### src/hdl/indexed_list_insert_remove_unit_assert.svh
// Assertion macros for the indexed list insert/remove unit.
`ifndef INDEXED_LIST_INSERT_REMOVE_UNIT_ASSERT_SVH
`define INDEXED_LIST_INSERT_REMOVE_UNIT_ASSERT_SVH
`ifndef SYNTHESIS
`define ILR_ASSERT_NOW(name, cond) \
	name: assert property (@(posedge clk) disable iff (!arst_n) (cond)) \
		else $error("ilr check failed");
`define ILR_ASSERT_NEXT(name, pre, post) \
	name: assert property (@(posedge clk) disable iff (!arst_n) (pre) |=> (post)) \
		else $error("ilr check failed");
`else
`define ILR_ASSERT_NOW(name, cond)
`define ILR_ASSERT_NEXT(name, pre, post)
`endif
`endif

### src/hdl/ilr_pkg.sv
// Shared constants, codes and types of the indexed list insert/remove unit.
package ilr_pkg;
	localparam int CAPACITY = 64;
	localparam int DATA_W   = 32;
	localparam int KIND_W   = 3;
	localparam int POS_W    = 7;
	localparam int STAT_W   = 2;
	localparam int SIZE_W   = 7;
	localparam int CNT_W    = $clog2(CAPACITY + 1);
	localparam int CMP_W    = (CNT_W > POS_W) ? CNT_W : POS_W;

	localparam logic [KIND_W-1:0] K_PUSH_BACK  = KIND_W'(0);
	localparam logic [KIND_W-1:0] K_PUSH_FRONT = KIND_W'(1);
	localparam logic [KIND_W-1:0] K_INSERT     = KIND_W'(2);
	localparam logic [KIND_W-1:0] K_POP_BACK   = KIND_W'(3);
	localparam logic [KIND_W-1:0] K_POP_FRONT  = KIND_W'(4);
	localparam logic [KIND_W-1:0] K_REMOVE     = KIND_W'(5);
	localparam logic [KIND_W-1:0] K_CLEAR      = KIND_W'(6);

	localparam logic [STAT_W-1:0] ST_OK    = STAT_W'(0);
	localparam logic [STAT_W-1:0] ST_RANGE = STAT_W'(1);
	localparam logic [STAT_W-1:0] ST_FULL  = STAT_W'(2);

	localparam logic [DATA_W-1:0] NONE_VALUE = -DATA_W'(404);

	typedef struct packed {
		logic              ins;
		logic              rem;
		logic [CMP_W-1:0]  at;
		logic [DATA_W-1:0] value;
	} cell_ctl_t;
endpackage

### src/hdl/ilr_cell.sv
// One list cell: holds an entry and shifts toward or away from its neighbors.
module ilr_cell (
	input  logic                       clk,
	input  ilr_pkg::cell_ctl_t         ctl,
	input  logic [ilr_pkg::CMP_W-1:0]  idx,
	input  logic [ilr_pkg::DATA_W-1:0] left_data,
	input  logic [ilr_pkg::DATA_W-1:0] right_data,
	output logic [ilr_pkg::DATA_W-1:0] data,
	output logic [ilr_pkg::DATA_W-1:0] tap
);
	import ilr_pkg::*;

	logic [DATA_W-1:0] data_q;

	always_ff @(posedge clk) begin
		if (ctl.ins) begin
			if (idx > ctl.at) begin
				data_q <= left_data;
			end else if (idx == ctl.at) begin
				data_q <= ctl.value;
			end
		end else if (ctl.rem && (idx >= ctl.at)) begin
			data_q <= right_data;
		end
	end

	assign data = data_q;
	assign tap  = (idx == ctl.at) ? data_q : '0;
endmodule

### config.mk
export PLATFORM = sky130hd
export DESIGN_NAME = ilr_cell
export DESIGN_NICKNAME = d
export VERILOG_FILES = /design/src/hdl/indexed_list_insert_remove_unit_assert.svh /design/src/hdl/ilr_pkg.sv /design/src/hdl/ilr_cell.sv
export SDC_FILE = /design/constraint.sdc
export NUM_CORES = 1
export LEC_CHECK = 0
export BUFFER_PORTS_ARGS = -buffer_cell sky130_fd_sc_hd__buf_2
export CAP_MARGIN = 20
export CORE_MARGIN = 8
export CORE_UTILIZATION = 42
export DETAILED_ROUTE_END_ITERATION = 8
export PLACE_DENSITY = 0.86
export SLEW_MARGIN = 40
export SYNTH_ARGS = -nofsm -noshare
export SYNTH_HDL_FRONTEND = slang
export SYNTH_SLANG_ARGS = --single-unit
### constraint.sdc
create_clock -name clk -period 8.01 [get_ports clk]
set_clock_uncertainty 0.05 [all_clocks]
set_input_delay 1.2015 -clock clk [delete_from_list [all_inputs] [get_ports clk]]
set_output_delay 1.2015 -clock clk [all_outputs]
set_load 0.005 [all_outputs]
==> out/results.tsv, run 1 <==
metric	value	unit
fp.dieH	95.2	um
dpl.hpwl	6.82	mm
synth_ff_type	edfxtp_1	
power	0.501	mW
worstPathMaxFanout	37	
async_flop_share	0	%
slowest_stage	and4_2	
fin_util	57.4	%
drive_above_1_share	43.9	%
antenna_found_initial	0	
final.fill_count	573	
detail-route-antenna-nets	0	
crit_required	6760	ps
syn_area	0.00263	sq mm
synthCells	295	
multi_input_area	0.00145	sq mm
dp_cells	513	
synth_area_leaders	edfxtp_1, o2111ai_1, and3_1	
drtPass1Iterations	4	
start_kind	input port	
cts_resized	0	
setup_violations	0	
ctsHoldBuffers	0	
crit_start	ctl[38]	
max_cap_violations	0	
ys_types	24	
portBuffers	176	
synth_nets	415	
peakVddDrop	0.0867	mV
critical_path_class	input port to output port	
synth_seq_area_share	36.5	%
synth-edff-count	32	
setup-tns-final	0	ps
synth-seq-cells	32	
fp.dieW	95.2	um
path_buf_inv	3	
synth_area_leader_cell	edfxtp_1	
stdcell_count	521	
timing.hold.ws	1200	ps
final_max_slew_viol_count	0	
cp.depth	6	
final_common_cell	buf_2	
core_area	0.00620	sq mm
clk_path_buf_depth	2	
leakagePower	1.74	nW
wirelength	9.34	mm
cp_cell_sequence	buf_2 > inv_1 > ha_1 > and4_2 > and3_1 > buf_2	
grt_pass1_vias	2995	
grt_pass1_wl	14.3	mm
regArea	961	sq um
fmaxAchievable	257	MHz
cpPeakStageDelay	650	ps
rows	29	
final_nets	563	
crit_end	tap[19]	
critPathArrivalTime	2640	ps
min_period	3890	ps
crit_path_end_kind	output port	
diodes	0	
place_congestion	0.826	
yosysTopAreaCellShare	36.5	%
num_vias	3060	
hold_path_class	input port to register	
start_util	42.4	%
io_pins	177	
gr-total-overflow	0	
cts-root-buf	clkbuf_8	
wire_per_inst	17.9	um
cpMostUsedCell	buf_2	
slew_headroom	54.3	%
route.detailed.drc	0	
viasPerCell	5.87	
cts_inserted_buffers	5	
drt_iter0_markers	195	
path_delay_family	simple AND/OR/NAND/NOR gates	
hold_violations	0	
status	finished, final reports clean	
track_usage	19.6	%
rsz0062_at_grt	no	
worstMarginPinSlew	685	ps
fin_crit_sh	48.6	%
die_area	0.00906	sq mm
yosysWarningCount	0	
cts_tree	yes	
clkSinkCount	32	
grt_max_degree	70	
syn_area_per_cell	8.92	sq um
areaGrowthSynthToFinish	35.2	%
largest_reg_flops	32	
path_clk_slew	70	ps
cts_setup_buffers	0	
htreeDepth	2	
power_density	141	mW/mm^2
==> through the flow <==
stage / setup WS, ps / instance area, sq um
global route: 4030 / 3560
floorplan: 3790 / 2630
CTS: 4130 / 3560
global placement: 3800 / 3440
finish: 4120 / 3560
detailed placement: 4140 / 3480
==> worst min-delay path by stage <==
stage / start / end / cells after the start
after floorplan: ctl[10] / data[10] / 2
after global placement: ctl[23] / data[23] / 3
after detailed placement: ctl[18] / data[18] / 3
after CTS: ctl[18] / data[18] / 3
after global routing: ctl[22] / data[22] / 3
final: ctl[18] / data[18] / 3
==> area by class of cell <==
cell class                      count  share of cell area, %
Multi-Input combinational cell    215                   40.8
Sequential cell                    32                   27.0
Tap cell                           77                   2.71
Clock buffer                        7                   2.14
Clock inverter                      1                  0.105
Inverter                            7                  0.738
Timing Repair Buffer              182                   26.5
==> report_power, final <==
| part | internal (mW) | switching, mW |
|---|---|---|
| Sequential | 0.219 | 0.0118 |
| Clock | 0.0605 | 0.0583 |
| Combinational | 0.0677 | 0.0834 |
==> Yosys cell counts (5+ instances only) <==
library cell,instances
and3_1,33
a31oi_1,32
edfxtp_1,32
nand3_1,32
nand4_1,32
nor2b_1,32
o2111ai_1,32
clkbuf_1,18
buf_2,12
ha_1,7
inv_1,7
buf_6,5
==> tightest hold or removal path: cells and delay by family <==
family / cells / cell delay [ps]
AND/OR/NAND/NOR: 1 / 70
AO/OA/AOI/OAI: 1 / 70
buffers and inverters: 1 / 90
==> routing by layer <==
layer | track usage, % | vias up | share of wire (%)
met1 | 23.0 | 1405 | 38
met3 | 4.57 | 13 | 10
met2 | 33.7 | 165 | 50
met5 | 0 | - | 0
li1 | - | 1477 | -
met4 | 7.41 | 0 | 1.6
==> logic make-up (layout without fill, tap and decap cells) <==
| logic type | after synthesis | count (layout) | share of synthesized area (%) |
|---|---|---|---|
| compound gates | 73 | 73 | 20.3 |
| fa+ha+maj | 7 | 7 | 3.33 |
| buf+inv | 48 | 197 | 9.27 |
| flops | 32 | 32 | 36.5 |
| simple gates | 135 | 135 | 30.6 |
No activity file was read; power rests on OpenSTA's default activity.
==> run 2: changes to the inputs <==
==> constraint.sdc (replaced) <==
create_clock -name clk -period 4 [get_ports clk]
set_clock_uncertainty 0.05 [all_clocks]
set_input_delay 0.6 -clock clk [delete_from_list [all_inputs] [get_ports clk]]
set_output_delay 0.6 -clock clk [all_outputs]
set_load 0.005 [all_outputs]
==> out/results.tsv, run 2 (synthesis gave the netlist of run 1 again) <==
metric	value	unit
status	finished, final reports clean	
path_clk_slew	70	ps
diodes	0	
fin_ws	1130	ps
hold_violations	0	
dpl.hpwl	6.84	mm
finalInstanceArea	0.00356	sq mm
portBuffers	176	
path_buf_inv	4	
crit_required	3350	ps
fmaxAchievable	348	MHz
clkSinkCount	32	
track_usage	18.3	%
antenna_found_initial	0	
grt_pass1_vias	2851	
setup-tns-final	0	ps
worstMarginPinSlew	763	ps
drt_iter0_markers	172	
drtPass1Iterations	4	
setup_violations	0	
gr-total-overflow	0	
dpl_cell_area	0.00348	sq mm
cts_setup_buffers	0	
rsz0062_at_grt	no	
htreeDepth	2	
power	0.999	mW
hold_path_class	input port to register	
route.detailed.drc	0	
die_area	0.00906	sq mm
areaGrowthSynthToFinish	35.4	%
path_delay_family	simple AND/OR/NAND/NOR gates	
slowest_stage	and4_1	
dp_slack	1070	ps
viasPerCell	5.79	
peakVddDrop	0.148	mV
rows	29	
ctsHoldBuffers	0	
core_area	0.00620	sq mm
cp_cell_sequence	buf_2 > inv_1 > ha_1 > and4_1 > buf_4 > and3_1 > buf_2	
clk_path_buf_depth	2	
cpMostUsedCell	buf_2	
final_cell_mix	buf_2, and3_1	
wire_per_inst	17.5	um
detail-route-antenna-nets	0	
place_congestion	0.795	
power_density	280	mW/mm^2
largest_reg_flops	32	
critical_path_class	input port to output port	
cts-root-buf	clkbuf_8	
max_cap_violations	0	
final_nets	566	
timing.hold.ws	597	ps
start_kind	input port	
min_period	2870	ps
drive_above_1_share	43.8	%
final_common_cell	buf_2	
worstPathMaxFanout	20	
cts_inserted_buffers	5	
critPathArrivalTime	2220	ps
crit_path_end_kind	output port	
fp.dieH	95.2	um
fp.dieW	95.2	um
wirelength	9.16	mm
grt_max_degree	73	
grt_pass1_wl	13.3	mm
slew_headroom	49.1	%
io_pins	177	
cts_resized	0	
num_vias	3032	
start_util	42.4	%
cpPeakStageDelay	590	ps
leakagePower	1.76	nW
fin_crit_sh	71.9	%
final_max_slew_viol_count	0	
cts_tree	yes	
-- run 2: cell type report --
type	instances	area (sq um)
flip-flops and latches	32	961
clock buffers	5	68.8
clock inverters	3	13.8
repair buffers	185	951
inverters	7	26.3
well taps	77	96.3
fillers	568	2640
multi-input cells	215	1450
-- run 2: worst paths after layout --
kind / start / endpoint / slack [ps] / cells past startpoint
worst max-delay path: ctl[38] / tap[20] / 1130 / 7
worst min-delay path: ctl[21] / data[21] / 600 / 3
-- run 2: per-layer routing --
metal | GRT usage [%] | vias up | share of wire [%]
li1 | - | 1488 | -
met1 | 21.3 | 1383 | 39
met2 | 33.1 | 150 | 50
met3 | 3.39 | 11 | 8.9
met4 | 5.20 | 0 | 1.4
met5 | 0 | - | 0
-- run 2: metrics by stage --
stage / utilization [%] / std cells
global placement: 56.1 / 516
floorplan: - / 295
CTS: 57.4 / 524
global route: 57.4 / 524
detailed placement: 56.1 / 516
finish: 57.4 / 524
-- run 2: where the power goes --
group          switching [mW]  internal, mW  total (mW)
Combinational           0.162         0.132       0.295
Sequential             0.0245         0.439       0.464
Clock                   0.122         0.118       0.240
Total                   0.309         0.690       0.999
==> run 3: changes to the inputs <==
--- a/config.mk
+++ b/config.mk
@@ -8,9 +8,9 @@
 export BUFFER_PORTS_ARGS = -buffer_cell sky130_fd_sc_hd__buf_2
 export CAP_MARGIN = 20
 export CORE_MARGIN = 8
-export CORE_UTILIZATION = 42
+export CORE_UTILIZATION = 38
 export DETAILED_ROUTE_END_ITERATION = 8
-export PLACE_DENSITY = 0.86
+export PLACE_DENSITY = 0.82
 export SLEW_MARGIN = 40
 export SYNTH_ARGS = -nofsm -noshare
 export SYNTH_HDL_FRONTEND = slang
==> constraint.sdc (replaced) <==
create_clock -name clk -period 2.4 [get_ports clk]
set_clock_uncertainty 0.05 [all_clocks]
set_input_delay 0.36 -clock clk [delete_from_list [all_inputs] [get_ports clk]]
set_output_delay 0.36 -clock clk [all_outputs]
set_load 0.005 [all_outputs]
==> out/results.tsv, run 3 (synthesis gave the netlist of run 1 again) <==
metric	value	unit
final.fill_count	636	
slew_headroom	67.1	%
crit_required	1990	ps
largest_reg_flops	32	
dpl.hpwl	7.13	mm
final_max_slew_viol_count	0	
htreeDepth	2	
p_int	1.17	mW
multi_input_area	0.00145	sq mm
grt_pass1_vias	2994	
finalInstanceArea	0.00364	sq mm
die_area	0.00985	sq mm
viasPerCell	5.82	
setup_violations	0	
wirelength	9.70	mm
cts_resized	0	
whs_endpoint	data[11]	
status	finished, final reports clean	
drive_above_1_share	44.5	%
p_clk_share	23.1	%
fin_crit_sh	86.0	%
setup-tns-final	0	ps
cts_setup_buffers	0	
critPathArrivalTime	1650	ps
start_kind	input port	
rows	30	
worstPathMaxFanout	36	
seqPwrFrac	45.8	%
switching_share	30.8	%
path_clk_slew	70	ps
leakagePower	1.80	nW
hold_violations	0	
fp.dieW	99.2	um
wire_per_inst	18.2	um
io_pins	177	
whs_path_depth	3	
grt_pass1_wl	14.8	mm
drt_iter0_markers	127	
detail-route-antenna-nets	0	
final_common_cell	buf_2	
crit_path_end_kind	output port	
regArea	961	sq um
fmaxAchievable	484	MHz
power_frac_comb	31.1	%
final_nets	571	
cpPeakStageDelay	320	ps
grt_max_degree	129	
drtPass1Iterations	4	
fp.dieH	99.2	um
power_density	464	mW/mm^2
clkSinkCount	32	
rsz0062_at_grt	no	
slowest_stage	buf_4	
cts-root-buf	clkbuf_8	
num_vias	3096	
track_usage	18.3	%
gr-total-overflow	0	
clk_path_buf_depth	2	
cp_cell_sequence	buf_2 > inv_1 > ha_1 > and4_1 > buf_4 > and3_1 > buf_2	
crit_start	ctl[38]	
cpMostUsedCell	buf_2	
min_period	2060	ps
max_cap_violations	0	
hold_path_class	input port to register	
core_area	0.00676	sq mm
portBuffers	176	
power.net_switching	0.521	mW
critical_path_class	input port to output port	
ctsHoldBuffers	0	
cts_tree	yes	
min_from	ctl[11]	
antenna_found_initial	0	
areaGrowthSynthToFinish	38.5	%
final_cell_mix	buf_2, and3_1	
diodes	0	
place_congestion	0.788	
peakVddDrop	0.219	mV
worstMarginPinSlew	493	ps
route.detailed.drc	0	
timing.hold.ws	365	ps
cts_inserted_buffers	5	
start_util	39.0	%
dpl_cell_area	0.00356	sq mm
-- run 3: area by class of cell --
cell class | instances | share of cell area [%]
clock buffer | 5 | 1.89
inverter | 7 | 0.721
clock inverter | 3 | 0.378
tap | 80 | 2.75
timing repair buffer | 190 | 28.2
sequential | 32 | 26.4
multi-input combinational | 215 | 39.7
-- run 3: worst max-delay path by stage --
stage | endpoint | slack (ps) | cells past startpoint
global route | tap[11] | 250 | 7
floorplan | data[0] | 20 | 7
global placement | data[18] | 30 | 6
detailed placement | data[22] | 150 | 9
finish | tap[17] | 340 | 7
CTS | tap[12] | 340 | 7
-- run 3: worst max-delay path, delay by kind of cell --
| kind | cells | cell delay [ps] |
|---|---|---|
| adders and majority gates | 1 | 310 |
| and+or+nand+nor | 2 | 440 |
| buffers and inverters | 4 | 550 |
-- run 3: power by group through the flow --
stage	registers (mW)	clock network, mW	logic [mW]
after floorplan	0.789	0	0.238
after global placement	0.783	0	0.489
after detailed placement	0.787	0	0.526
after CTS	0.775	0.405	0.528
after global routing	0.783	0.436	0.577
final	0.775	0.392	0.526
-- run 3: per-stage QoR --
| stage | instances | utilization (%) | power [mW] | setup slack [ps] |
|---|---|---|---|---|
| floorplan | 295 | - | 1.03 | 20.8 |
| global placement | 522 | 52.1 | 1.27 | 27.4 |
| detailed placement | 524 | 52.7 | 1.31 | 150 |
| CTS | 532 | 53.9 | 1.71 | 341 |
| global route | 532 | 53.9 | 1.80 | 254 |
| finish | 532 | 53.9 | 1.69 | 335 |
-- run 3: metal layers --
layer / vias to the layer above / global-route usage, % / part of all wire [%]
met4: 0 / 5.12 / 1.3
met3: 8 / 5.10 / 8.7
met1: 1434 / 20.3 / 40
li1: 1497 / - / -
met2: 157 / 33.2 / 50
met5: - / 0 / 0
