<file path="src/hdl/indexed_list_insert_remove_unit_assert.svh">
// Assertion macros for the indexed list insert/remove unit.
`ifndef INDEXED_LIST_INSERT_REMOVE_UNIT_ASSERT_SVH
`define INDEXED_LIST_INSERT_REMOVE_UNIT_ASSERT_SVH
`ifndef SYNTHESIS
`define ILR_ASSERT_NOW(name, cond) \
	name: assert property (@(posedge clk) disable iff (!arst_n) (cond)) \
		else $error("ilr check failed");
`define ILR_ASSERT_NEXT(name, pre, post) \
	name: assert property (@(posedge clk) disable iff (!arst_n) (pre) |=> (post)) \
		else $error("ilr check failed");
`else
`define ILR_ASSERT_NOW(name, cond)
`define ILR_ASSERT_NEXT(name, pre, post)
`endif
`endif

</file>
<file path="src/hdl/ilr_pkg.sv">
// Shared constants, codes and types of the indexed list insert/remove unit.
package ilr_pkg;
	localparam int CAPACITY = 64;
	localparam int DATA_W   = 32;
	localparam int KIND_W   = 3;
	localparam int POS_W    = 7;
	localparam int STAT_W   = 2;
	localparam int SIZE_W   = 7;
	localparam int CNT_W    = $clog2(CAPACITY + 1);
	localparam int CMP_W    = (CNT_W > POS_W) ? CNT_W : POS_W;

	localparam logic [KIND_W-1:0] K_PUSH_BACK  = KIND_W'(0);
	localparam logic [KIND_W-1:0] K_PUSH_FRONT = KIND_W'(1);
	localparam logic [KIND_W-1:0] K_INSERT     = KIND_W'(2);
	localparam logic [KIND_W-1:0] K_POP_BACK   = KIND_W'(3);
	localparam logic [KIND_W-1:0] K_POP_FRONT  = KIND_W'(4);
	localparam logic [KIND_W-1:0] K_REMOVE     = KIND_W'(5);
	localparam logic [KIND_W-1:0] K_CLEAR      = KIND_W'(6);

	localparam logic [STAT_W-1:0] ST_OK    = STAT_W'(0);
	localparam logic [STAT_W-1:0] ST_RANGE = STAT_W'(1);
	localparam logic [STAT_W-1:0] ST_FULL  = STAT_W'(2);

	localparam logic [DATA_W-1:0] NONE_VALUE = -DATA_W'(404);

	typedef struct packed {
		logic              ins;
		logic              rem;
		logic [CMP_W-1:0]  at;
		logic [DATA_W-1:0] value;
	} cell_ctl_t;
endpackage

</file>
<file path="src/hdl/ilr_ctrl.sv">
// Request decode and entry count of the indexed list insert/remove unit.
module ilr_ctrl (
	input  logic                       clk,
	input  logic                       arst_n,
	input  logic                       start,
	input  logic [ilr_pkg::KIND_W-1:0] kind,
	input  logic [ilr_pkg::DATA_W-1:0] value,
	input  logic [ilr_pkg::POS_W-1:0]  position,
	output ilr_pkg::cell_ctl_t         ctl,
	output logic [ilr_pkg::STAT_W-1:0] status_next,
	output logic [ilr_pkg::CNT_W-1:0]  count
);
	import ilr_pkg::*;

	logic [CNT_W-1:0] count_q;
	logic [CMP_W-1:0] pos_c;
	logic [CMP_W-1:0] cnt_c;
	logic             full;
	logic             empty;
	logic             clear;

	assign pos_c = CMP_W'(position);
	assign cnt_c = CMP_W'(count_q);
	assign full  = (count_q == CNT_W'(CAPACITY));
	assign empty = (count_q == '0);

	always_comb begin
		ctl.ins     = 1'b0;
		ctl.rem     = 1'b0;
		ctl.at      = '0;
		ctl.value   = value;
		status_next = ST_OK;
		clear       = 1'b0;
		case (kind)
			K_PUSH_BACK: begin
				ctl.at = cnt_c;
				if (full) status_next = ST_FULL;
				else ctl.ins = 1'b1;
			end
			K_PUSH_FRONT: begin
				if (full) status_next = ST_FULL;
				else ctl.ins = 1'b1;
			end
			K_INSERT: begin
				ctl.at = pos_c;
				if (pos_c > cnt_c) status_next = ST_RANGE;
				else if (full) status_next = ST_FULL;
				else ctl.ins = 1'b1;
			end
			K_POP_BACK: begin
				ctl.at = cnt_c - CMP_W'(1);
				if (empty) status_next = ST_RANGE;
				else ctl.rem = 1'b1;
			end
			K_POP_FRONT: begin
				if (empty) status_next = ST_RANGE;
				else ctl.rem = 1'b1;
			end
			K_REMOVE: begin
				ctl.at = pos_c;
				if (pos_c >= cnt_c) status_next = ST_RANGE;
				else ctl.rem = 1'b1;
			end
			K_CLEAR: begin
				clear = 1'b1;
			end
			default: begin
			end
		endcase
		if (!start) begin
			ctl.ins = 1'b0;
			ctl.rem = 1'b0;
			clear   = 1'b0;
		end
	end

	always_ff @(posedge clk or negedge arst_n) begin
		if (!arst_n) begin
			count_q <= '0;
		end else if (clear) begin
			count_q <= '0;
		end else if (ctl.ins) begin
			count_q <= count_q + CNT_W'(1);
		end else if (ctl.rem) begin
			count_q <= count_q - CNT_W'(1);
		end
	end

	assign count = count_q;
endmodule
</file>
<file path="config.mk">
export PLATFORM = sky130hd
export DESIGN_NAME = ilr_ctrl
export DESIGN_NICKNAME = d
export VERILOG_FILES = /design/src/hdl/indexed_list_insert_remove_unit_assert.svh /design/src/hdl/ilr_pkg.sv /design/src/hdl/ilr_ctrl.sv
export SDC_FILE = /design/constraint.sdc
export NUM_CORES = 1
export LEC_CHECK = 0
export ABC_CLOCK_PERIOD_IN_PS = 6100
export BUFFER_PORTS_ARGS = -buffer_cell sky130_fd_sc_hd__buf_2
export CAP_MARGIN = 10
export CORE_MARGIN = 4
export CORE_UTILIZATION = 30
export CTS_BUF_LIST = sky130_fd_sc_hd__clkbuf_16
export DETAILED_ROUTE_END_ITERATION = 10
export PLACE_DENSITY = 0.69
export SYNTH_ARGS = -nofsm -noshare
export SYNTH_HDL_FRONTEND = slang
export SYNTH_SLANG_ARGS = --single-unit
</file>
<file path="constraint.sdc">
create_clock -name clk -period 6.1 [get_ports clk]
set_clock_uncertainty 0.1 [all_clocks]
set_input_delay 0.61 -clock clk [delete_from_list [all_inputs] [get_ports clk]]
set_output_delay 0.61 -clock clk [all_outputs]
set_load 0.005 [all_outputs]
</file>
==> results of run 1 <==
==> power by group through the flow <==
stage,registers [W],clock network [W],logic [W]
global route,0.000116,0.000116,0.000324
floorplan,0.0000935,0,0.000227
detailed placement,0.000110,0,0.000289
CTS,0.000110,0.000113,0.000290
global placement,0.000110,0,0.000286
finish,0.000111,0.000110,0.000289
==> area by class of cell <==
cell class / instances / area (um^2) / share of cell area
well taps: 50 / 62.6 / 0.0472
clock inverters: 1 / 3.75 / 0.00283
multi-input cells: 126 / 813 / 0.613
repair buffers: 30 / 150 / 0.113
inverters: 11 / 46.3 / 0.0349
clock buffers: 3 / 75.1 / 0.0566
flip-flops and latches: 7 / 175 / 0.132
==> placed cells by master (no fill, tap or decap), drive strengths merged <==
| cell | Yosys | layout |
|---|---|---|
| a31oi | 1 | 1 |
| nand4b | 1 | 1 |
| o21ai | 12 | 12 |
| xnor2 | 3 | 3 |
| nor2 | 14 | 14 |
| nand4 | 5 | 5 |
| mux2i | 3 | 3 |
| o31ai | 2 | 2 |
| nand3b | 2 | 2 |
| o32a | 1 | 1 |
| clkbuf | 5 | 3 |
| a21oi | 10 | 10 |
| o41ai | 1 | 1 |
| nand2 | 18 | 18 |
| o31a | 2 | 2 |
| buf | 34 | 30 |
| a211o | 2 | 2 |
| o21a | 2 | 2 |
| or3 | 2 | 2 |
| or4 | 1 | 1 |
| nor3b | 3 | 3 |
| nand3 | 6 | 6 |
| inv | 9 | 10 |
| nand2b | 2 | 2 |
| a21o | 2 | 2 |
| a211oi | 2 | 2 |
| ha | 10 | 10 |
| clkinv | 2 | 2 |
| o22ai | 2 | 2 |
| a2111o | 1 | 1 |
| nor3 | 6 | 6 |
| a311oi | 2 | 2 |
| a2bb2o | 1 | 1 |
| or2 | 2 | 2 |
| o2bb2ai | 1 | 1 |
| dfrtp | 7 | 7 |
| a22oi | 4 | 4 |
==> routing by layer <==
metal,vias to the layer above,track usage
li1,615,-
met1,560,0.181
met2,51,0.183
met3,2,0.0233
met4,0,0.0483
met5,-,0
==> through the flow <==
| step | std cells | utilization | area (um^2) | setup slack, ps | total power [W] |
|---|---|---|---|---|---|
| floorplan | 183 | - | 1300 | 3340 | 0.000321 |
| global placement | 224 | 0.305 | 1250 | 3060 | 0.000395 |
| detailed placement | 224 | 0.305 | 1250 | 3030 | 0.000399 |
| CTS | 228 | 0.325 | 1330 | 2920 | 0.000513 |
| global route | 228 | 0.325 | 1330 | 2810 | 0.000556 |
| finish | 228 | 0.325 | 1330 | 2910 | 0.000511 |
==> worst min path at each step <==
stage               startpoint  endpoint  slack, ps  cells past startpoint
floorplan               arst_n  count[0]        210                      0
global placement        arst_n  count[2]        350                      1
detailed placement      arst_n  count[2]        350                      1
CTS                     arst_n  count[2]        110                      1
global route            arst_n  count[1]        110                      1
finish                  arst_n  count[2]        100                      1
==> cell families (layout without fill, tap and decap cells) <==
family / after synthesis / count (layout) / synth area share
compound gates: 48 / 48 / 0.247
xor+xnor: 3 / 3 / 0.0202
simple gates: 62 / 62 / 0.238
mux: 3 / 3 / 0.0231
fa+ha+maj: 10 / 10 / 0.0961
flops: 7 / 7 / 0.134
buf+inv: 50 / 45 / 0.241
==> run_results.csv, run 1 <==
group,metric,value,unit
clock_network,clk_pin_slew,40,ps
critical_path,end_kind,"primary output",
yosys,synth_area_per_cell,7.12,um^2
yosys,synthFlopType,"dfrtp_1",
clock_network,htree_levels,1,
die,core-area,4090,um^2
routing,wl_per_cell,14.7,um
yosys,syn_inst,183,
clock_network,post-cts-setup-buffers,0,
critical_path,crit_end,"ctl[40]",
final_layout,syn2layout_area_growth,1.83,%
sta,max_slew_margin,0.671,
yosys,yosysWarnings,0,
die,fp.dieW,73.9,um
power_and_ir_drop,power_switching_share,0.457,
sta,finalSetupTns,0,ps
yosys,async_flop_share,1.00,
place,dp_hpwl,2.63,mm
final_layout,diodes,0,
yosys,synth.most_common_cell,"buf_4",
critical_path,required,5390,ps
sta,slew_viol_final,0,
power_and_ir_drop,power_frac_comb,0.567,
critical_path,crit_fanout,6,
critical_path,crit_cells,8,
critical_path,cp_cell_sequence,"inv_1 -> ha_1 -> a21o_1 -> or3_1 -> o32a_1 -> or2_4 -> clkinv_4 -> buf_2",
power_and_ir_drop,net-switching-power,0.000233,W
global_route,overflow,0,
clock_network,numCtsBuffers,3,
routing,drtIter0Drc,114,
yosys,netlist.top_cell.by_area,"buf_4",
critical_path,critPathLaunchType,"flip-flop",
yosys,post-synth-top-area-fraction,0.184,
routing,ant_nets,0,
routing,top_layer_used,"met4",
critical_path,cpPeakStageDelay,450,ps
die,initial_core_util,0.319,
sta,finalCritPeriodShare,0.523,
final_layout,fill_cells,456,
critical_path,startpoint,"count[6]",
routing,m1WireLength,1.56,mm
power_and_ir_drop,power.density,385,nW/um^2
place,place.gp.congestion,0.901,
power_and_ir_drop,p_int,0.000277,W
critical_path,critPathTopFamily,"simple AND/OR/NAND/NOR gates",
critical_path,r2r_slack,3440,ps
place,portBuffers,30,
yosys,synth.distinct_cells,44,
routing,wl_met3,314,um
power_and_ir_drop,seqPwrFrac,0.217,
sta,final.min_clock_period,3190,ps
hold_path,hold_class,"in2async",
critical_path,arrival,2480,ps
sta,rsz0062_at_grt,"no",
yosys,synth-seq-cells,7,
routing,first_pass_iters,4,
sta,fmaxAchievable,0.314,GHz
yosys,synth.yosys.seq_area_share,0.134,
clock_network,cts_max_path_buffers,2,
routing,vias,1228,
critical_path,crit_slowest_cell,"dfrtp_1",
sta,worstMarginPinSlew,492,ps
sta,finalHoldViolations,0,
power_and_ir_drop,leakage,0.592,nW
critical_path,r2r-end,"count[1]",
yosys,synth_edf_count,0,
global_route,grt_pass1_vias,1086,
clock_network,cts-hold-fix-buffers,0,
critical_path,crit_type,"reg2out",
clock_network,clock-sinks,7,
routing,via_per_inst,5.39,
global_route,grt_start_max_net_pins,22,
final_layout,drive_gt1_frac,0.219,
yosys,synth_common_cells,"buf_4 (32), nand2_1 (18), nor2_1 (14)",
critical_path,ff2ff_path_depth,8,
routing,wl_met2,1.45,mm
global_route,grt_pass1_wl,5.38,mm
global_route,grt_use_total,0.126,
power_and_ir_drop,pwr-share-clk,0.216,
clock_network,cts_tree,"yes",
clock_network,cts_resized,0,
yosys,synth_area_leaders,"buf_4 (18%), dfrtp_1 (13%), ha_1 (9.6%)",
flow_run,drv_cap,0,
routing,wirelength,3.35,mm
run_status,status,"finished, final reports clean",
clock_network,cts_root_buf,"clkbuf_16",
global_route,antenna_found_initial,0,
die,rows,23,
die,dieArea,5460,um^2
routing,drc_errors,0,
power_and_ir_drop,peakVddDrop,204,uV
final_layout,final_nets,234,
die,die_y,73.9,um
yosys,synthesis.area,1300,um^2
final_layout,largest_reg_flops,7,
critical_path,timing.rr.start,"count[6]",
sta,whs,104,ps
die,io_pins,95,
clock_network,clk_latency,230,ps
critical_path,crit_buf_inv,3,
sta,finalSetupViolations,0,
yosys,synth_nets,238,
No activity file was read; power rests on OpenSTA's default activity.
==> inputs of run 2 (changes only) <==
Settings changed: ABC_AREA set to 1, ABC_CLOCK_PERIOD_IN_PS 6100 to 3100.
Clock period 6.1 ns to 3.1 ns, I/O delays scaled along.
==> run 2 against run 1 <==
- synthesized cell count up 6.6%
- first-iteration DRC count down 66%
- sequential power up 110%
- critical path type unchanged
- largest power group unchanged
==> run_results.csv, run 2 <==
group,metric,value,unit
sta,worstMarginPinSlew,509,ps
sta,finalCritPeriodShare,0.820,
power_and_ir_drop,p_int,0.000569,W
die,rows,23,
yosys,netlist.top_cell.by_area,"buf_4",
yosys,synth.distinct_cells,32,
sta,final.min_clock_period,2540,ps
power_and_ir_drop,power_frac_comb,0.593,
clock_network,clock-sinks,7,
final_layout,fill_cells,469,
clock_network,cts_max_path_buffers,2,
power_and_ir_drop,net-switching-power,0.000531,W
yosys,synthesis.area,1330,um^2
sta,finalSetupViolations,0,
critical_path,crit_fanout,11,
sta,slew_viol_final,0,
routing,first_pass_iters,4,
hold_path,hold_class,"in2async",
yosys,synth_edf_count,0,
clock_network,cts_root_buf,"clkbuf_16",
global_route,grt_pass1_vias,1077,
yosys,syn_inst,195,
yosys,post-synth-top-area-fraction,0.181,
die,io_pins,95,
sta,max_slew_margin,0.660,
die,dieArea,5540,um^2
sta,rsz0062_at_grt,"no",
power_and_ir_drop,power_switching_share,0.483,
critical_path,arrival,2130,ps
power_and_ir_drop,peakVddDrop,203,uV
yosys,synth-seq-cells,7,
global_route,grt_pass1_wl,4.71,mm
critical_path,required,2690,ps
clock_network,cts_tree,"yes",
power_and_ir_drop,leakage,0.709,nW
final_layout,utilization,0.330,
yosys,synth_common_cells,"nand2_1 (57), buf_4 (32), inv_1 (16)",
yosys,synth.yosys.seq_area_share,0.132,
routing,wl_per_cell,11.8,um
yosys,synthFlopType,"dfrtp_1",
critical_path,crit_type,"reg2out",
power_and_ir_drop,pwr-share-clk,0.193,
sta,finalHoldViolations,0,
final_layout,syn2layout_area_growth,3.12,%
final_layout,diodes,0,
clock_network,clk_latency,230,ps
routing,wirelength,2.89,mm
yosys,yosysWarnings,0,
global_route,antenna_found_initial,0,
power_and_ir_drop,seqPwrFrac,0.214,
critical_path,end_kind,"primary output",
die,die_y,74.5,um
final_layout,drive_gt1_frac,0.262,
routing,drc_errors,0,
yosys,async_flop_share,1.00,
sta,whs,340,ps
critical_path,ff2ff_path_depth,13,
clock_network,htree_levels,1,
clock_network,post-cts-setup-buffers,0,
final_layout,most-common-layout-cells,"nand2_1 (57), buf_2 (30), inv_1 (17)",
global_route,grt_use_total,0.108,
clock_network,clk_pin_slew,40,ps
final_layout,final_nets,251,
power_and_ir_drop,power.density,805,nW/um^2
die,core-area,4140,um^2
yosys,synth.most_common_cell,"nand2_1",
final_layout,layout_commonest_cell,"nand2_1",
die,fp.dieW,74.5,um
run_status,status,"finished, final reports clean",
yosys,synth_area_leaders,"buf_4 (18%), nand2_1 (16%), dfrtp_1 (13%)",
routing,via_per_inst,4.67,
sta,finalSetupTns,0,ps
yosys,synth_area_per_cell,6.79,um^2
die,initial_core_util,0.320,
clock_network,numCtsBuffers,3,
place,portBuffers,30,
final_layout,largest_reg_flops,7,
yosys,synth_nets,250,
flow_run,drv_cap,0,
place,place.gp.congestion,0.798,
routing,ant_nets,0,
critical_path,critPathLaunchType,"flip-flop",
sta,fmaxAchievable,0.393,GHz
global_route,overflow,0,
routing,vias,1144,
global_route,grt_start_max_net_pins,12,
place,dp_hpwl,2.47,mm
routing,drtIter0Drc,39,
==> run 2: worst paths after layout <==
path / startpoint / endpoint / slack (ps)
setup / recovery: count[2] / ctl[40] / 560
hold / removal: arst_n / count[4] / 340
setup reg to reg: count[2] / count[1] / 830
hold reg to reg: count[6] / count[6] / 480
max in group asynchronous: arst_n / count[3] / 2410
min in group clk: start / count[0] / 440
==> run 2: area by class of cell <==
type	count	area, um^2	share of cell area
Clock buffer	3	75.1	0.0549
Clock inverter	1	3.75	0.00275
Inverter	21	78.8	0.0577
Multi-Input combinational cell	132	811	0.593
Sequential cell	7	175	0.128
Tap cell	50	62.6	0.0458
Timing Repair Buffer	31	160	0.117
==> run 2: what timing repair did <==
item	4_1_cts	5_1_grt
hold buffers	1	0
gates resized for setup	0	0
endpoints found under the hold margin	7	0
==> run 2: layer usage <==
metal / up-vias / track usage / wire length, um
li1: 602 / - / -
met2: 42 / 0.168 / 1230
met5: - / 0 / 0
met3: 2 / 0.0270 / 249
met1: 498 / 0.149 / 1400
met4: 0 / 0.0257 / 16
==> run 2: logic make-up after synthesis <==
logic type	share of synthesized area
compound gates	0.0765
xor+xnor	0.0595
fa+ha+maj	0.0944
buf+inv	0.256
flops	0.132
simple gates	0.382
==> run 2: power groups by stage <==
stage / clock, W / combinational [W] / sequential [W]
after floorplan: 0 / 0.000541 / 0.000193
after global placement: 0 / 0.000651 / 0.000235
after detailed placement: 0 / 0.000650 / 0.000237
after CTS: 0.000216 / 0.000655 / 0.000237
after global routing: 0.000226 / 0.000742 / 0.000246
final: 0.000212 / 0.000652 / 0.000235
==> run 2: per-stage QoR <==
stage               worst slack (ps)  total power (W)  instance area (um^2)  instances
detailed placement               792         0.000888                  1280        240
finish                           558          0.00110                  1370        245
global route                     349          0.00121                  1370        245
CTS                              535          0.00111                  1370        245
global placement                 822         0.000886                  1280        240
floorplan                       1090         0.000733                  1330        195
==> run 2: critical path: stages (launching register included) <==
cell and delay, ps:
dfrtp_1 570, inv_1 80, ha_1 320, a21oi_1 140
nand2_1 70, nand2_1 90, nand2_1 50, nand2_1 70
nand2_1 80, nand2_2 170, nand2_8 100, inv_1 60
buf_2 100
==> inputs of run 3 (changes only) <==
Settings changed: ABC_CLOCK_PERIOD_IN_PS 3100 to 2320, PLACE_DENSITY 0.69 to 0.71.
Clock period 3.1 ns to 2.32 ns, I/O delays scaled along.
==> run 3 against run 2 <==
- critical path depth fell by 3
- largest cell class unchanged
- routed wire length rose by 4.6%
- final cell count rose by 3.7%
- sequential share of layout area fell by 0.70 points
- total power rose by 44%
- hold slack got worse by 62 ps
- register-to-register slack got worse by 510 ps
- clock-buffer cell count did not move
- non-clock buffer count rose by 9
==> run_results.csv, run 3 (synthesized netlist as in run 2, its figures left out) <==
group,metric,value,unit
run_status,status,"finished, final reports clean",
routing,drtIter0Drc,73,
place,placed_area,1320,um^2
critical_path,crit_top_cell,"nand2_1",
final_layout,most-common-layout-cells,"nand2_1 (55), buf_2 (30), inv_1 (17)",
sta,fmaxAchievable,0.455,GHz
global_route,antenna_found_initial,0,
die,fp.dieW,74.5,um
critical_path,required,1990,ps
sta,finalSetupViolations,0,
final_layout,layout_commonest_cell,"nand2_1",
routing,top_layer_used,"met4",
die,rows,23,
clock_network,cts_root_buf,"clkbuf_16",
power_and_ir_drop,total_power,0.00158,W
clock_network,clk_pin_slew,40,ps
global_route,grt_pass1_vias,1180,
final_layout,syn2layout_area_growth,9.82,%
global_route,grt_start_max_net_pins,11,
place,portBuffers,30,
sta,max_slew_margin,0.685,
final_layout,multi_input_area,831,um^2
global_route,overflow,0,
power_and_ir_drop,leakage,0.757,nW
critical_path,crit_fanout,4,
final_layout,postLayoutCellArea,1460,um^2
routing,wirelength,3.03,mm
routing,ant_nets,0,
routing,drc_errors,0,
global_route,grt_use_total,0.117,
routing,m1WireLength,1.42,mm
die,die_y,74.5,um
routing,wl_met2,1.35,mm
critical_path,crit_type,"reg2out",
sta,finalCritPeriodShare,0.947,
clock_network,cts_max_path_buffers,2,
place,place.gp.congestion,0.861,
routing,vias,1177,
final_layout,drive_gt1_frac,0.324,
place,dp_hpwl,2.56,mm
die,core-area,4140,um^2
sta,finalHoldViolations,0,
sta,final.min_clock_period,2200,ps
final_layout,largest_reg_flops,7,
final_layout,diodes,0,
sta,worstMarginPinSlew,470,ps
critical_path,crit_slowest_cell,"dfrtp_1",
global_route,grt_pass1_wl,5.21,mm
critical_path,critPathLaunchType,"flip-flop",
die,initial_core_util,0.320,
routing,via_per_inst,4.63,
die,io_pins,95,
flow_run,drv_cap,0,
critical_path,arrival,1860,ps
routing,first_pass_iters,4,
power_and_ir_drop,peakVddDrop,341,uV
hold_path,hold_class,"in2async",
critical_path,cpPeakStageDelay,390,ps
clock_network,clock-sinks,7,
critical_path,cp_cell_sequence,"inv_1 -> ha_1 -> nand2_1 -> nor2_2 -> nand2_1 -> nand2_1 -> nand2_2 -> o311ai_0 -> buf_2",
power_and_ir_drop,power.density,1090,nW/um^2
final_layout,regArea,176,um^2
final_layout,fill_cells,474,
die,dieArea,5540,um^2
clock_network,clk_latency,230,ps
final_layout,final_nets,260,
routing,wl_per_cell,11.9,um
clock_network,numCtsBuffers,3,
clock_network,htree_levels,1,
critical_path,end_kind,"primary output",
routing,wl_met3,241,um
clock_network,cts_tree,"yes",
sta,slew_viol_final,0,
[run 3: layout make-up]
class                      instances  area share
multi-input combinational        132       0.571
timing repair buffer              40       0.156
sequential                         7       0.121
inverter                          21      0.0542
clock buffer                       3      0.0516
tap                               50      0.0430
clock inverter                     1     0.00258
[run 3: repair_timing]
| action | in CTS | in global routing |
|---|---|---|
| hold endpoints to repair | 7 | 0 |
| endpoints found under the setup margin | 0 | 11 |
| setup buffers | 0 | 3 |
| gates resized for setup | 0 | 7 |
| hold buffers | 1 | 0 |
[run 3: worst paths after layout]
path                       startpoint              to  slack [ps]  depth (start not counted)
max in group asynchronous      arst_n        count[0]        1660                          2
min                            arst_n        count[4]         280                          2
max reg2reg                  count[6]        count[1]         320                         12
min in group clk            value[12]         ctl[12]         360                          0
min reg2reg                  count[0]        count[0]         480                          2
max                          count[6]  status_next[0]         120                          9
[run 3: report_power, final]
part | leakage [nW] | total (W) | switching (W) | internal [W]
Combinational | 0.626 | 0.00106 | 0.000621 | 0.000442
Sequential | 0.0888 | 0.000235 | 0.0000523 | 0.000183
Clock | 0.0423 | 0.000285 | 0.0000615 | 0.000224
Total | 0.757 | 0.00158 | 0.000734 | 0.000848
[run 3: critical path: cells and delay by family, from the launching register on]
family / cells / cell delay [ps]
adder cells (fa/ha/maj): 1 / 290
AND/OR/NAND/NOR: 5 / 430
AO/OA/AOI/OAI: 1 / 270
flip-flops: 1 / 390
buffers and inverters: 2 / 250
[run 3: metal layers]
layer	vias to the layer above	GRT usage
met5	-	0
met4	0	0.0277
met3	4	0.0284
met2	39	0.180
met1	520	0.164
li1	614	-
[run 3: per-stage QoR]
stage / util / hold slack [ps] / instances / setup slack [ps] / setup TNS [ps]
floorplan: - / -164 / 195 / 306 / 0
global placement: 0.319 / -26.8 / 246 / 252 / 0
detailed placement: 0.319 / -24.8 / 246 / 206 / 0
CTS: 0.341 / 285 / 251 / 16.7 / 0
global route: 0.351 / 298 / 254 / -9.45 / -11.5
finish: 0.351 / 278 / 254 / 124 / 0
